$ cat src/sv/chm_pkg.sv
// ----------------------------------------------------------------------------
// chm_pkg
// Shared codes, controller states and controller/datapath interface types.
// ----------------------------------------------------------------------------
package chm_pkg;

  localparam int KEY_BITS   = 64;
  localparam int BC_BITS    = 9;
  localparam int COUNT_BITS = 11;
  localparam int FOUND_BITS = 32;

  localparam logic [1:0] FN_INSERT = 2'd0;
  localparam logic [1:0] FN_DELETE = 2'd1;
  localparam logic [1:0] FN_FIND   = 2'd2;
  localparam logic [1:0] FN_CLEAR  = 2'd3;

  localparam logic [1:0] ST_OK      = 2'd0;
  localparam logic [1:0] ST_PRESENT = 2'd1;
  localparam logic [1:0] ST_ABSENT  = 2'd2;
  localparam logic [1:0] ST_FULL    = 2'd3;

  typedef enum logic [3:0] {
    S_INIT, S_IDLE, S_DIV, S_CLR, S_CLRD, S_HEAD, S_HEADW, S_CHECK,
    S_CMP, S_ALLOCW, S_INS1, S_INS2, S_DEL1, S_DEL2, S_FIN
  } state_t;

  typedef enum logic [4:0] {
    CMD_NONE, CMD_LOAD, CMD_SWEEP, CMD_CLR_DONE, CMD_BIDX, CMD_HEAD_RD,
    CMD_HEAD_LD, CMD_NODE_RD, CMD_ADVANCE, CMD_FIND_HIT, CMD_PRESENT,
    CMD_MISS, CMD_FULL, CMD_ALLOC_RD, CMD_ALLOC_FREE, CMD_ALLOC_FRESH,
    CMD_INS_NODE, CMD_INS_LINK, CMD_DEL_HIT, CMD_DEL_LINK, CMD_DEL_FREE,
    CMD_OUT
  } cmd_t;

  typedef struct packed {
    cmd_t cmd;
  } ctl_t;

  typedef struct packed {
    logic [1:0] func;
    logic       div_done;
    logic       sweep_last;
    logic       cur_null;
    logic       key_match;
    logic       free_null;
    logic       fresh_full;
    logic       out_busy;
  } sts_t;

endpackage

$ cat src/sv/chm_ctrl.sv
// ----------------------------------------------------------------------------
// chm_ctrl
// Controller: sequences reset sweep, divide, clear, chain walk, allocate/unlink and result.
// ----------------------------------------------------------------------------
module chm_ctrl import chm_pkg::*; (
  input  logic clk,
  input  logic rst_n,
  input  logic in_valid,
  output logic in_ready,
  input  sts_t sts,
  output ctl_t ctl
);
  state_t state_r, state_nxt;

  always_ff @(posedge clk) begin
    if (!rst_n) begin
      state_r <= S_INIT;
    end else begin
      state_r <= state_nxt;
    end
  end

  always_comb begin
    state_nxt = state_r;
    ctl.cmd   = CMD_NONE;
    in_ready  = 1'b0;
    case (state_r)
      S_INIT: begin
        ctl.cmd = CMD_SWEEP;
        if (sts.sweep_last) state_nxt = S_IDLE;
      end
      S_IDLE: begin
        in_ready = 1'b1;
        if (in_valid) begin
          ctl.cmd   = CMD_LOAD;
          state_nxt = S_DIV;
        end
      end
      S_DIV: begin
        if (sts.func == FN_CLEAR) begin
          state_nxt = S_CLR;
        end else if (sts.div_done) begin
          ctl.cmd   = CMD_BIDX;
          state_nxt = S_HEAD;
        end
      end
      S_CLR: begin
        ctl.cmd = CMD_SWEEP;
        if (sts.sweep_last) state_nxt = S_CLRD;
      end
      S_CLRD: begin
        ctl.cmd   = CMD_CLR_DONE;
        state_nxt = S_FIN;
      end
      S_HEAD: begin
        ctl.cmd   = CMD_HEAD_RD;
        state_nxt = S_HEADW;
      end
      S_HEADW: begin
        ctl.cmd   = CMD_HEAD_LD;
        state_nxt = S_CHECK;
      end
      S_CHECK: begin
        if (!sts.cur_null) begin
          ctl.cmd   = CMD_NODE_RD;
          state_nxt = S_CMP;
        end else if (sts.func != FN_INSERT) begin
          ctl.cmd   = CMD_MISS;
          state_nxt = S_FIN;
        end else if (!sts.free_null) begin
          ctl.cmd   = CMD_ALLOC_RD;
          state_nxt = S_ALLOCW;
        end else if (!sts.fresh_full) begin
          ctl.cmd   = CMD_ALLOC_FRESH;
          state_nxt = S_INS1;
        end else begin
          ctl.cmd   = CMD_FULL;
          state_nxt = S_FIN;
        end
      end
      S_CMP: begin
        if (!sts.key_match) begin
          ctl.cmd   = CMD_ADVANCE;
          state_nxt = S_CHECK;
        end else if (sts.func == FN_INSERT) begin
          ctl.cmd   = CMD_PRESENT;
          state_nxt = S_FIN;
        end else if (sts.func == FN_DELETE) begin
          ctl.cmd   = CMD_DEL_HIT;
          state_nxt = S_DEL1;
        end else begin
          ctl.cmd   = CMD_FIND_HIT;
          state_nxt = S_FIN;
        end
      end
      S_ALLOCW: begin
        ctl.cmd   = CMD_ALLOC_FREE;
        state_nxt = S_INS1;
      end
      S_INS1: begin
        ctl.cmd   = CMD_INS_NODE;
        state_nxt = S_INS2;
      end
      S_INS2: begin
        ctl.cmd   = CMD_INS_LINK;
        state_nxt = S_FIN;
      end
      S_DEL1: begin
        ctl.cmd   = CMD_DEL_LINK;
        state_nxt = S_DEL2;
      end
      S_DEL2: begin
        ctl.cmd   = CMD_DEL_FREE;
        state_nxt = S_FIN;
      end
      S_FIN: begin
        if (!sts.out_busy) begin
          ctl.cmd   = CMD_OUT;
          state_nxt = S_IDLE;
        end
      end
      default: begin
        state_nxt = S_INIT;
      end
    endcase
  end

`ifndef SYNTHESIS
  a_ready_idle: assert property (@(posedge clk) disable iff (!rst_n)
    in_ready |-> !sts.out_busy || state_r == S_IDLE) else $error("ready outside idle");
  a_fin_out: assert property (@(posedge clk) disable iff (!rst_n)
    state_r == S_FIN && !sts.out_busy |=> state_r == S_IDLE)
    else $error("finish did not return to idle");
  a_ins_seq: assert property (@(posedge clk) disable iff (!rst_n)
    state_r == S_INS1 |=> state_r == S_INS2) else $error("insert link skipped");
`endif
endmodule

$ cat config.mk
export PLATFORM = sky130hd
export DESIGN_NAME = chm_ctrl
export DESIGN_NICKNAME = d
export VERILOG_FILES = /design/src/sv/chm_pkg.sv /design/src/sv/chm_ctrl.sv
export SDC_FILE = /design/constraint.sdc
export NUM_CORES = 1
export LEC_CHECK = 0
export ABC_CLOCK_PERIOD_IN_PS = 5250
export BUFFER_PORTS_ARGS = -buffer_cell sky130_fd_sc_hd__buf_2
export CAP_MARGIN = 5
export CELL_PAD_IN_SITES_DETAIL_PLACEMENT = 1
export CELL_PAD_IN_SITES_GLOBAL_PLACEMENT = 1
export CORE_MARGIN = 5
export CORE_UTILIZATION = 37
export DETAILED_ROUTE_END_ITERATION = 10
export GPL_TIMING_DRIVEN = 0
export PLACE_DENSITY = 0.85
export SETUP_SLACK_MARGIN = 0.2
export SLEW_MARGIN = 20
export SYNTH_ARGS = -nofsm -noshare
export SYNTH_HDL_FRONTEND = slang
export SYNTH_SLANG_ARGS = --single-unit
export TNS_END_PERCENT = 5
$ cat constraint.sdc
create_clock -name clk -period 5.25 [get_ports clk]
set_clock_uncertainty 0.2 [all_clocks]
set_input_delay 1.575 -clock clk [delete_from_list [all_inputs] [get_ports clk]]
set_output_delay 1.575 -clock clk [all_outputs]
set_load 0.1 [all_outputs]
==> results.md <==
- First-pass detailed-route iteration total: 4
- Final min period: 4.592 ns
- Num rows: 14
- Synth cell count leaders: nor2_1 (10), a21oi_1 (8), buf_2 (7)
- Ports: 18
- Worst-path clk slew: 0.04 ns
- Initial antenna violation count: 0
- Hold Path Class: reg -> reg
- Status: completed
- Class of the most critical setup path: in -> out
- Largest Register: state_r
- Placer Congestion: 0.8577
- Setup crit start kind: input pin
- Top cell type's share of synthesized area: 0.1322
- Synthesized area: 605.6 sq um
- Clock sink count: 4
- Final Cycle Share: 0.8746
- Required time worst endpoint: 3.48 ns
- Initial Util: 0.3974
- Yosys warnings: 0
- Max-cap viol count: 0
- I/O Buffers: 17
- CTS Buf Count: 3
- Unrepaired setup endpoints after global routing: no
- DR iter-0 viols: 9
- Synth Flop Type: dfxtp_1
- Hold Buf Count CTS: 0
- Final net count: 122
- Synth Area in Simple Gates: 0.3182
- First-pass GRT wire length: 3843 microns
- Post-Syn Nets: 100
- Synthesis-to-finish area growth: 22.11%
- Mean Syn Cell Area: 6.882 sq um
- Yosys cell types: 36
- Worst-Skew Late Latency: 0.23 ns
- Ant. Diodes: 0
- Post-synthesis cell count: 88
- Slew Viols, Final: 0
- DP HPWL: 1744 microns
- Arrival time at the worst endpoint: 2.82 ns
- DRC: 0
- Number of synthesized flops with an enable pin: 0
- Largest family of logic cells by synthesized area: compound AO/OA/AOI/OAI gates
- Die W: 50.46 microns
- Die Y: 50.46 microns
- Max H-tree Level: 1
- CTS root buffer: clkbuf_4
- Sequential area share after synthesis: 0.1322
- Most frequent cell after synthesis: nor2_1
- Total congestion overflow: 0
- Core Area: 1524 sq um
- Hold Fails Final Rpt: 0
- Yosys top cell by area: dfxtp_1
- Mux contribution to synthesized area: 0.01653
- Max clock buf depth: 2
- Resized Gates After CTS: 0
- Number of vias per cell: 6.460
- Yosys reg bits: 4
- Vias in the first global route: 810
- FFs w/ async S/R, synth: 0
- Share of layout cells above drive strength 1: 0.2778
- Xor/xnor share of the synthesized area: 0
- Top Registers: state_r: 4 flops
- Max FFs per register: 4
- Max Clock Freq: 217.8 MHz
- Post-route ant nets: 0
- CTS tree: built
- Fin Hold WS: 0.5599 ns
- Routed WL: 2246 microns
- CP endpoint kind: output port
- Main area contributors after synthesis: dfxtp_1 (13%), a21oi_1 (6.6%), o311a_1 (6.6%), nor2_1 (6.2%), buf_2 (5.8%)
- Pin count of the biggest net entering global routing: 11
- Post-DR wirelength/cell: 18.11 microns
- Post-CTS Setup Inserts: 0
- Post-Synth Adder-Cell Area: 0
- Die ar.: 2546 sq um
- Relative slew slack: 0.6769
- Worst Tran Pin Value: 0.4880 ns
- Final setup violation count: 0
- Global-route usage over all layers: 0.1889
- DR vias: 801
- Critical path fanouts, max: 8
- Synth Area in Compound Gates: 0.4442
layer usage:
metal | GRT usage | up-vias | part of all wire
li1 | - | 390 | -
met1 | 0.2482 | 380 | 0.43
met2 | 0.3223 | 29 | 0.50
met3 | 0.03846 | 2 | 0.057
met4 | 0.02553 | 0 | 0.0080
met5 | 0 | - | 0
layout by cell type (no fill, tap or decap), types with 2 or more instances in the layout:
cell type and n:
nor3_1 3, o2111ai_1 2, buf_2 24, o21ai_0 4, clkbuf_4 3, o311a_1 4
nand3_1 4, a21oi_1 8, o211ai_1 3, nor2_1 10, nand2_1 4, nand3b_1 3
a31o_1 2, nand2b_1 4, dfxtp_1 4, inv_1 4
cells by family after synthesis:
| group | after synthesis |
|---|---|
| AOI/OAI and AO/OA | 36 |
| and+or+nand+nor | 35 |
| buffers and inverters | 12 |
| DFF | 4 |
| muxes | 1 |
per-stage QoR:
step                      setup TNS (ns)  instance area (sq um)  instances  setup slack, ns  utilization
after floorplan                  -0.5247                  611.8         88          -0.5247            -
after global placement                 0                  716.9        121           0.6958       0.4704
after detailed placement               0                  716.9        121           0.6595       0.4704
after CTS                              0                  739.5        124           0.6573       0.4852
after global routing                   0                  739.5        124           0.5096       0.4852
final                                  0                  739.5        124           0.6584       0.4852
worst paths after layout:
check        cells after the start  slack [ns]               startpoint                       to
max                              6        0.66                   sts[8]                   ctl[1]
min                              4        0.56  state_r[2]$_SDFFE_PN0P_  state_r[0]$_SDFFE_PN0P_
max reg2reg                      4        3.45  state_r[1]$_SDFFE_PN0P_  state_r[2]$_SDFFE_PN0P_
min reg2reg                      4        0.56  state_r[2]$_SDFFE_PN0P_  state_r[0]$_SDFFE_PN0P_
worst max-delay path: stages:
cell	delay, ns
buf_2	0.16
nor2_1	0.09
o2111ai_1	0.10
o21ai_0	0.14
a221oi_2	0.28
buf_2	0.46
cell type report:
cell class / count / area [sq um]
Fill cell: 232 / 784.5
Multi-Input combinational cell: 72 / 478.0
Timing Repair Buffer: 17 / 85.08
Sequential cell: 4 / 80.08
Buffer: 8 / 38.79
Clock buffer: 3 / 22.52
Tap cell: 16 / 20.02
Inverter: 4 / 15.01
Power is left out: the tool's default activity adds up to more than one toggle a clock period on the data nets, which glitch-free logic cannot reach.
